<file path="src/rtl/lrufr_pkg.sv">
package lrufr_pkg;

    localparam int NUM_FRAMES = 64;
    localparam int FRAME_W    = $clog2(NUM_FRAMES);
    localparam int LINK_W     = $clog2(NUM_FRAMES + 1);
    localparam int COUNT_W    = $clog2(NUM_FRAMES + 1);
    localparam int CMD_W      = 2;

    // Link value that marks the end of the list
    localparam logic [LINK_W-1:0] NULL_MARK = LINK_W'(NUM_FRAMES);

    localparam logic [CMD_W-1:0] CMD_VICTIM = 2'd0;
    localparam logic [CMD_W-1:0] CMD_PIN    = 2'd1;
    localparam logic [CMD_W-1:0] CMD_UNPIN  = 2'd2;

    typedef enum logic [2:0] {
        S_IDLE,
        S_UNLINK,
        S_PUSH_A,
        S_PUSH_B,
        S_RESULT
    } t_state;

    // Controller to datapath
    typedef struct packed {
        logic accept;
        logic unlink;
        logic push_a;
        logic push_b;
        logic load_out;
    } t_ctl;

    // Datapath to controller
    typedef struct packed {
        logic do_unlink;
        logic do_push;
        logic out_free;
    } t_stat;

    function automatic logic link_valid(input logic [LINK_W-1:0] link);
        return link < NULL_MARK;
    endfunction

endpackage

</file>
<file path="src/rtl/lrufr_ctrl.sv">
module lrufr_ctrl (
    input  logic            i_clk,
    input  logic            i_rst_n,
    input  logic            i_in_valid,
    output logic            o_in_ready,
    input  lrufr_pkg::t_stat i_stat,
    output lrufr_pkg::t_ctl  o_ctl
);

    lrufr_pkg::t_state r_state;
    lrufr_pkg::t_state n_state;

    always_ff @(posedge i_clk) begin
        if (!i_rst_n) begin
            r_state <= lrufr_pkg::S_IDLE;
        end else begin
            r_state <= n_state;
        end
    end

    always_comb begin
        n_state    = r_state;
        o_in_ready = 1'b0;
        o_ctl      = '0;
        unique case (r_state)
            lrufr_pkg::S_IDLE: begin
                o_in_ready = 1'b1;
                if (i_in_valid) begin
                    o_ctl.accept = 1'b1;
                    if (i_stat.do_unlink) begin
                        n_state = lrufr_pkg::S_UNLINK;
                    end else if (i_stat.do_push) begin
                        n_state = lrufr_pkg::S_PUSH_A;
                    end else begin
                        n_state = lrufr_pkg::S_RESULT;
                    end
                end
            end
            lrufr_pkg::S_UNLINK: begin
                o_ctl.unlink = 1'b1;
                n_state      = lrufr_pkg::S_RESULT;
            end
            lrufr_pkg::S_PUSH_A: begin
                o_ctl.push_a = 1'b1;
                n_state      = lrufr_pkg::S_PUSH_B;
            end
            lrufr_pkg::S_PUSH_B: begin
                o_ctl.push_b = 1'b1;
                n_state      = lrufr_pkg::S_RESULT;
            end
            lrufr_pkg::S_RESULT: begin
                // hold until the output register can take the result
                if (i_stat.out_free) begin
                    o_ctl.load_out = 1'b1;
                    n_state        = lrufr_pkg::S_IDLE;
                end
            end
            default: begin
                n_state = lrufr_pkg::S_IDLE;
            end
        endcase
    end

endmodule

</file>
<file path="src/rtl/lrufr_dpath.sv">
module lrufr_dpath (
    input  logic                              i_clk,
    input  logic                              i_rst_n,
    input  logic [lrufr_pkg::CMD_W-1:0]       i_command,
    input  logic [lrufr_pkg::FRAME_W-1:0]     i_frame,
    input  lrufr_pkg::t_ctl                   i_ctl,
    output lrufr_pkg::t_stat                  o_stat,
    input  logic                              i_out_ready,
    output logic                              o_out_valid,
    output logic                              o_found,
    output logic [lrufr_pkg::FRAME_W-1:0]     o_victim_frame,
    output logic [lrufr_pkg::COUNT_W-1:0]     o_member_count
);

    localparam int FW = lrufr_pkg::FRAME_W;
    localparam int LW = lrufr_pkg::LINK_W;
    localparam int CW = lrufr_pkg::COUNT_W;
    localparam int NF = lrufr_pkg::NUM_FRAMES;

    // list links, written on insert before they are ever used
    logic [LW-1:0] r_newer_mem [NF];
    logic [LW-1:0] r_older_mem [NF];

    logic [NF-1:0] r_present;
    logic [LW-1:0] r_newest;
    logic [LW-1:0] r_oldest;
    logic [CW-1:0] r_total;

    logic [FW-1:0] r_target;
    logic [LW-1:0] r_rd_newer;
    logic [LW-1:0] r_rd_older;
    logic          r_res_found;
    logic [FW-1:0] r_res_victim;

    logic          r_out_valid;
    logic          r_out_found;
    logic [FW-1:0] r_out_victim;
    logic [CW-1:0] r_out_count;

    logic          w_oldest_ok;
    logic          w_hit;
    logic [FW-1:0] w_target;
    logic          w_nw_ok;
    logic          w_od_ok;
    logic          w_newest_ok;

    logic          w_newer_we;
    logic [FW-1:0] w_newer_addr;
    logic [LW-1:0] w_newer_data;
    logic          w_older_we;
    logic [FW-1:0] w_older_addr;
    logic [LW-1:0] w_older_data;

    assign w_oldest_ok = lrufr_pkg::link_valid(r_oldest);
    assign w_newest_ok = lrufr_pkg::link_valid(r_newest);
    assign w_hit       = r_present[i_frame];
    assign w_target    = (i_command == lrufr_pkg::CMD_VICTIM) ? r_oldest[FW-1:0] : i_frame;
    assign w_nw_ok     = lrufr_pkg::link_valid(r_rd_newer);
    assign w_od_ok     = lrufr_pkg::link_valid(r_rd_older);

    always_comb begin
        o_stat.do_unlink = ((i_command == lrufr_pkg::CMD_VICTIM) && w_oldest_ok)
                        || ((i_command == lrufr_pkg::CMD_PIN) && w_hit);
        o_stat.do_push   = (i_command == lrufr_pkg::CMD_UNPIN) && !w_hit;
        o_stat.out_free  = !r_out_valid || i_out_ready;
    end

    // one write per link memory per cycle
    always_comb begin
        w_newer_we   = 1'b0;
        w_newer_addr = r_target;
        w_newer_data = lrufr_pkg::NULL_MARK;
        w_older_we   = 1'b0;
        w_older_addr = r_target;
        w_older_data = r_newest;
        if (i_ctl.unlink) begin
            w_older_we   = w_nw_ok;
            w_older_addr = r_rd_newer[FW-1:0];
            w_older_data = r_rd_older;
            w_newer_we   = w_od_ok;
            w_newer_addr = r_rd_older[FW-1:0];
            w_newer_data = r_rd_newer;
        end else if (i_ctl.push_a) begin
            w_older_we   = 1'b1;
            w_newer_we   = w_newest_ok;
            w_newer_addr = r_newest[FW-1:0];
            w_newer_data = LW'(r_target);
        end else if (i_ctl.push_b) begin
            w_newer_we   = 1'b1;
        end
    end

    always_ff @(posedge i_clk) begin
        if (w_newer_we) begin
            r_newer_mem[w_newer_addr] <= w_newer_data;
        end
        if (w_older_we) begin
            r_older_mem[w_older_addr] <= w_older_data;
        end
        r_rd_newer <= r_newer_mem[w_target];
        r_rd_older <= r_older_mem[w_target];
    end

    always_ff @(posedge i_clk) begin
        if (i_ctl.accept) begin
            r_target     <= w_target;
            r_res_found  <= (i_command == lrufr_pkg::CMD_VICTIM) && w_oldest_ok;
            r_res_victim <= ((i_command == lrufr_pkg::CMD_VICTIM) && w_oldest_ok)
                            ? r_oldest[FW-1:0] : '0;
        end
        if (i_ctl.load_out) begin
            r_out_found  <= r_res_found;
            r_out_victim <= r_res_victim;
            r_out_count  <= r_total;
        end
    end

    always_ff @(posedge i_clk) begin
        if (!i_rst_n) begin
            r_present   <= '0;
            r_newest    <= lrufr_pkg::NULL_MARK;
            r_oldest    <= lrufr_pkg::NULL_MARK;
            r_total     <= '0;
            r_out_valid <= 1'b0;
        end else begin
            if (i_ctl.unlink) begin
                if (!w_nw_ok) begin
                    r_newest <= r_rd_older;
                end
                if (!w_od_ok) begin
                    r_oldest <= r_rd_newer;
                end
                r_present[r_target] <= 1'b0;
                r_total             <= r_total - CW'(1);
            end else if (i_ctl.push_a) begin
                if (!w_newest_ok) begin
                    r_oldest <= LW'(r_target);
                end
            end else if (i_ctl.push_b) begin
                r_newest            <= LW'(r_target);
                r_present[r_target] <= 1'b1;
                r_total             <= r_total + CW'(1);
            end
            if (i_ctl.load_out) begin
                r_out_valid <= 1'b1;
            end else if (i_out_ready) begin
                r_out_valid <= 1'b0;
            end
        end
    end

    assign o_out_valid    = r_out_valid;
    assign o_found        = r_out_found;
    assign o_victim_frame = r_out_victim;
    assign o_member_count = r_out_count;

endmodule

</file>
<file path="src/rtl/lru_frame_replacer_core.sv">
// LRU frame replacer: an ordered list of evictable frames, newest first.
//
// Input channel (i_in_valid / o_in_ready): one transaction carries a command
// and a frame number. Victim removes and returns the oldest frame, pin removes
// the frame if listed, unpin appends an absent frame at the newest end (a
// frame already listed keeps its place). Unused command codes change nothing.
// Output channel (o_out_valid / i_out_ready): exactly one result transaction
// per command, with found, the victim frame and the member count afterwards.
//
// Steps: accept reads the neighbour links; if the list changes, an unlink
// state (victim, pin) writes both neighbours and the list ends, or the push
// states (insert) make the two writes that the newer-link memory needs; then
// the result state. One item is in work at a time; the output register lets
// the next item enter while the previous result waits to be taken.
//
// Reset clears the membership bits, both list ends and the count at once; the
// link memories need no clearing pass. When the receiver stalls, hold the
// result in the output register; the next result waits in the controller
// until the register frees, and no new item is accepted meanwhile.
module lru_frame_replacer_core (
    input  logic                              i_clk,
    input  logic                              i_rst_n,
    input  logic                              i_in_valid,
    output logic                              o_in_ready,
    input  logic [lrufr_pkg::CMD_W-1:0]       i_command,
    input  logic [lrufr_pkg::FRAME_W-1:0]     i_frame,
    output logic                              o_out_valid,
    input  logic                              i_out_ready,
    output logic                              o_found,
    output logic [lrufr_pkg::FRAME_W-1:0]     o_victim_frame,
    output logic [lrufr_pkg::COUNT_W-1:0]     o_member_count
);

    lrufr_pkg::t_ctl  w_ctl;
    lrufr_pkg::t_stat w_stat;

    // sequencing of each command
    lrufr_ctrl u_ctrl (
        .i_clk      (i_clk),
        .i_rst_n    (i_rst_n),
        .i_in_valid (i_in_valid),
        .o_in_ready (o_in_ready),
        .i_stat     (w_stat),
        .o_ctl      (w_ctl)
    );

    // link memories, list ends, count and output register
    lrufr_dpath u_dpath (
        .i_clk          (i_clk),
        .i_rst_n        (i_rst_n),
        .i_command      (i_command),
        .i_frame        (i_frame),
        .i_ctl          (w_ctl),
        .o_stat         (w_stat),
        .i_out_ready    (i_out_ready),
        .o_out_valid    (o_out_valid),
        .o_found        (o_found),
        .o_victim_frame (o_victim_frame),
        .o_member_count (o_member_count)
    );

`ifndef SYNTHESIS
    // one item at a time: no accept in the cycle after an accept
    a_single_item: assert property (@(posedge i_clk) disable iff (!i_rst_n)
        (i_in_valid && o_in_ready) |=> !o_in_ready)
        else $error("item accepted while previous one still in work");

    // list updates only happen outside the accept cycle
    a_no_update_on_accept: assert property (@(posedge i_clk) disable iff (!i_rst_n)
        (w_ctl.unlink || w_ctl.push_a || w_ctl.push_b) |-> !o_in_ready)
        else $error("list update overlaps an accept");

    // a removed victim leaves room in the list
    a_victim_count: assert property (@(posedge i_clk) disable iff (!i_rst_n)
        (o_out_valid && o_found) |->
        (o_member_count < lrufr_pkg::COUNT_W'(lrufr_pkg::NUM_FRAMES)))
        else $error("victim reported with a full member count");

    // no victim frame without found
    a_victim_zero: assert property (@(posedge i_clk) disable iff (!i_rst_n)
        (o_out_valid && !o_found) |-> (o_victim_frame == '0))
        else $error("victim frame set without found");
`endif

endmodule

</file>
<file path="config.mk">
export PLATFORM = sky130hd
export DESIGN_NAME = lru_frame_replacer_core
export DESIGN_NICKNAME = d
export VERILOG_FILES = /design/src/rtl/lrufr_pkg.sv /design/src/rtl/lrufr_ctrl.sv /design/src/rtl/lrufr_dpath.sv /design/src/rtl/lru_frame_replacer_core.sv
export SDC_FILE = /design/constraint.sdc
export NUM_CORES = 1
export LEC_CHECK = 0
export BUFFER_PORTS_ARGS = -buffer_cell sky130_fd_sc_hd__buf_2
export CORE_MARGIN = 1.5
export CORE_UTILIZATION = 39
export CTS_CLUSTER_DIAMETER = 80
export CTS_CLUSTER_SIZE = 28
export DETAILED_ROUTE_END_ITERATION = 16
export GPL_TIMING_DRIVEN = 0
export HOLD_SLACK_MARGIN = 0.12
export PLACE_DENSITY = 0.52
export SETUP_SLACK_MARGIN = 0.5
export SLEW_MARGIN = 25
export SYNTH_ARGS = -nofsm -noshare
export SYNTH_HDL_FRONTEND = slang
export SYNTH_SLANG_ARGS = --single-unit
export TNS_END_PERCENT = 1
</file>
<file path="constraint.sdc">
create_clock -name i_clk -period 3.95 [get_ports i_clk]
set_input_delay 0 -clock i_clk [delete_from_list [all_inputs] [get_ports i_clk]]
set_output_delay 0 -clock i_clk [all_outputs]
set_load 0.01 [all_outputs]
</file>
==> results.md <==
- Status: complete, no violations
- Commonest non-fill, non-tap cell in the layout: edfxtp_1
- Min setup slack post-route: 181 ps
- First-pass GRT wire length: 182 mm
- Origin of the critical flop-to-flop path: u_dpath.r_oldest[0]
- Initial antenna violation count: 4
- CTS Sinks: 1026
- DR pass1 iterations: 8
- Via count: 26.8k
- Post-Layout Cell Count: 4628
- GPL Wtd Cong: 0.927
- Crit-path slowest cell: a2111oi_0
- Clock buffer depth: 3
- Io pins: 28
- DR vias/cell: 5.78
- Slew Limit Fails: 0
- Max-cap violations: 0
- CP Max Fanout: 10
- Crit start category: register
- Dpl cells: 4531
- Slew @ Worst Pin: 1240 ps
- Worst Path Required: 4440 ps
- Worst-path cell chain: or3b_1 -> and2_1 -> buf_6 -> buf_6 -> buf_2 -> buf_2 -> nand2_1 -> a21oi_1 -> a2111oi_0 -> a22o_1 -> a221oi_1
- Yosys Warn Count: 0
- Relative slew slack: 15.4%
- Leakage power: 14.8 nW
- Root Buffer: clkbuf_16
- Peak supply drop: 0.000420 V
- Synthesized flop and latch total: 1026
- Setup violators final: 0
- TritonCTS clock tree: built
- Post-DP HPWL: 89.5 mm
- WHS: 219 ps
- CP Class: reg2reg
- Synth Instances: 3103
- Final nets: 3223
- Top cells by area, synth: edfxtp_1, nand2_1, dfxtp_1
- CP arrival: 4260 ps
- Crit path capture type: register
- Clk_lat worst skew: 670 ps
- Wire length per cell: 27.7 µm
- GRT Residual Overflow: 0
- Unrepaired setup endpoints after global routing: yes
- F_max: 265 MHz
- Vias in the first global route: 25.7k
- Mapped Nets: 3121
- Row count: 119
- DRT Wirelength: 128 mm
- N_diodes: 0
- Number of port buffers: 22
- Placement Setup Slack: -227 ps
- Global Route Usage Sum: 23.5%
- Synth top area share: 67.2%
- Num CTS Buffers: 48
- Fraction of registers with async set/reset: 0%
- Most used DFF post-synth: edfxtp_1
- Die Area: 108000 µm²
- Pwr per Cell Area: 432 nW/µm²
- Largest net degree at the start of global routing: 65
- Synth Area per Inst: 13.3 µm²
- Fillers: 9623
- Layout area overhead: 11.5%
- Final min period: 3770 ps
- Post-synth cell types: 58
- Post-synth EDFFs: 923
- HP Class: in2reg
- Share of layout cells above drive strength 1: 14.1%
- Post-DRT Antenna Nets: 0
- Clock Skew: 39.3 ps
- Die Height: 328 µm
- Period utilization: 95.4%
- DRC: 0
- Seq/Total Area, Yosys: 72.2%
- Die width: 328 µm
- Crit path from: u_dpath.r_oldest[0]
- Hold Startpoint: i_command[1]
- Syn Std Cell Area: 41200 µm²
- Most frequent cells in the layout: edfxtp_1, nand2_1, a21oi_1
- Core Region: 105000 µm²
- Hold Vio Cnt, Final: 0
- Clock transition at path regs: 110 ps
- DR iter-0 viols: 3356
- H-tree Lvls: 2
- Cell accounting for the most synthesized area: edfxtp_1
- CP max stage delay: 1050 ps
- Starting density of the core: 39.2%
- Setup TNS: 0 ps
-- kinds of logic (layout without fill, tap and decap cells) --
logic type / after synthesis / in the layout / share of synthesized area (%)
AO/OA/AOI/OAI: 465 / 465 / 7.39
buffers and inverters: 208 / 341 / 2.24
AND/OR/NAND/NOR: 1258 / 1259 / 12.6
XOR/XNOR: 3 / 3 / 0.0637
adder cells (fa/ha/maj): 6 / 6 / 0.200
multiplexers: 137 / 137 / 5.30
flip-flops: 1026 / 1026 / 72.2
-- synthesized netlist by cell type (all sizes together) (13+ instances only) --
library cell,instances
a2111oi,54
a21oi,179
a221oi,13
a22o,18
a31oi,62
a32oi,28
buf,94
clkbuf,95
dfxtp,103
edfxtp,923
inv,19
mux2i,72
mux4,64
nand2,771
nand3,174
nand4,38
nor2,210
nor2b,13
o21ai,57
-- per-stage QoR --
stage / instance area (µm²) / power [W] / utilization (%)
2_1_floorplan: 41200 / 0.0130 / -
3_3_place_gp: 43100 / 0.0138 / 41.0
3_5_place_dp: 43600 / 0.0138 / 41.5
4_1_cts: 45700 / 0.0199 / 43.5
5_1_grt: 46000 / 0.0204 / 43.8
6_report: 46000 / 0.0199 / 43.8
-- critical path, delay by kind of cell, from the launching register on --
kind | cells | cell delay, ps
buffers and inverters | 4 | 870
and+or+nand+nor | 3 | 690
AOI/OAI and AO/OA | 4 | 1650
DFF | 1 | 390
-- final cells by class --
| type | instances | area (µm²) | area share (%) |
|---|---|---|---|
| multi-input cells | 1870 | 11300 | 24.7 |
| well taps | 1391 | 1740 | 3.78 |
| flip-flops and latches | 1026 | 29800 | 64.7 |
| clock buffers | 54 | 1250 | 2.71 |
| inverters | 19 | 76.3 | 0.166 |
| plain buffers | 189 | 862 | 1.87 |
| clock inverters | 28 | 318 | 0.691 |
| repair buffers | 51 | 621 | 1.35 |
-- worst paths after layout --
check	end	slack (ps)	cells past startpoint
worst max-delay path	u_dpath.r_rd_older[0]	180	11
worst min register to register	u_dpath.o_found	440	0
worst min-delay path	u_dpath.r_target[2]	220	5
worst max register to register	u_dpath.r_rd_older[0]	180	11
-- power breakdown --
part / switching (W) / total, W / leakage (nW) / internal [W]
clock network: 0.00358 / 0.00616 / 0.762 / 0.00259
registers: 0.0000566 / 0.0119 / 9.38 / 0.0118
logic: 0.00136 / 0.00182 / 4.64 / 0.000466
total: 0.00499 / 0.0199 / 14.8 / 0.0149
-- registers in the layout (all words and copies together), names as in the netlist, named ones only --
name / count
u_dpath.r_res_found: 1
u_dpath.o_found: 1
u_dpath.r_rd_older: 7
u_dpath.r_older_mem: 448
u_dpath.r_oldest: 7
u_dpath.r_res_victim: 6
u_dpath.o_victim_frame: 6
u_dpath.r_target: 6
u_dpath.r_rd_newer: 7
u_dpath.r_total: 7
u_ctrl.r_state: 3
u_dpath.o_out_valid: 1
u_dpath.r_newer_mem: 448
u_dpath.o_member_count: 7
u_dpath.r_newest: 7
-- routing by layer --
layer | vias up | share of wire, % | track usage (%)
li1 | 11701 | - | -
met1 | 13569 | 41 | 32.0
met2 | 1265 | 47 | 38.4
met3 | 230 | 7.4 | 2.99
met4 | 0 | 4.4 | 9.37
met5 | - | 0 | 0
-- timing repair --
| item | CTS | global route |
|---|---|---|
| hold buffers | 12 | 0 |
| endpoints found under the hold margin | 29 | 0 |
| setup buffers | 0 | 2 |
| gates resized for setup | 129 | 83 |
| endpoints found under the setup margin | 961 | 911 |
| pin swaps | 0 | 2 |
| cloned | 0 | 1 |
Note: power is estimated with default switching activity, not from simulation.
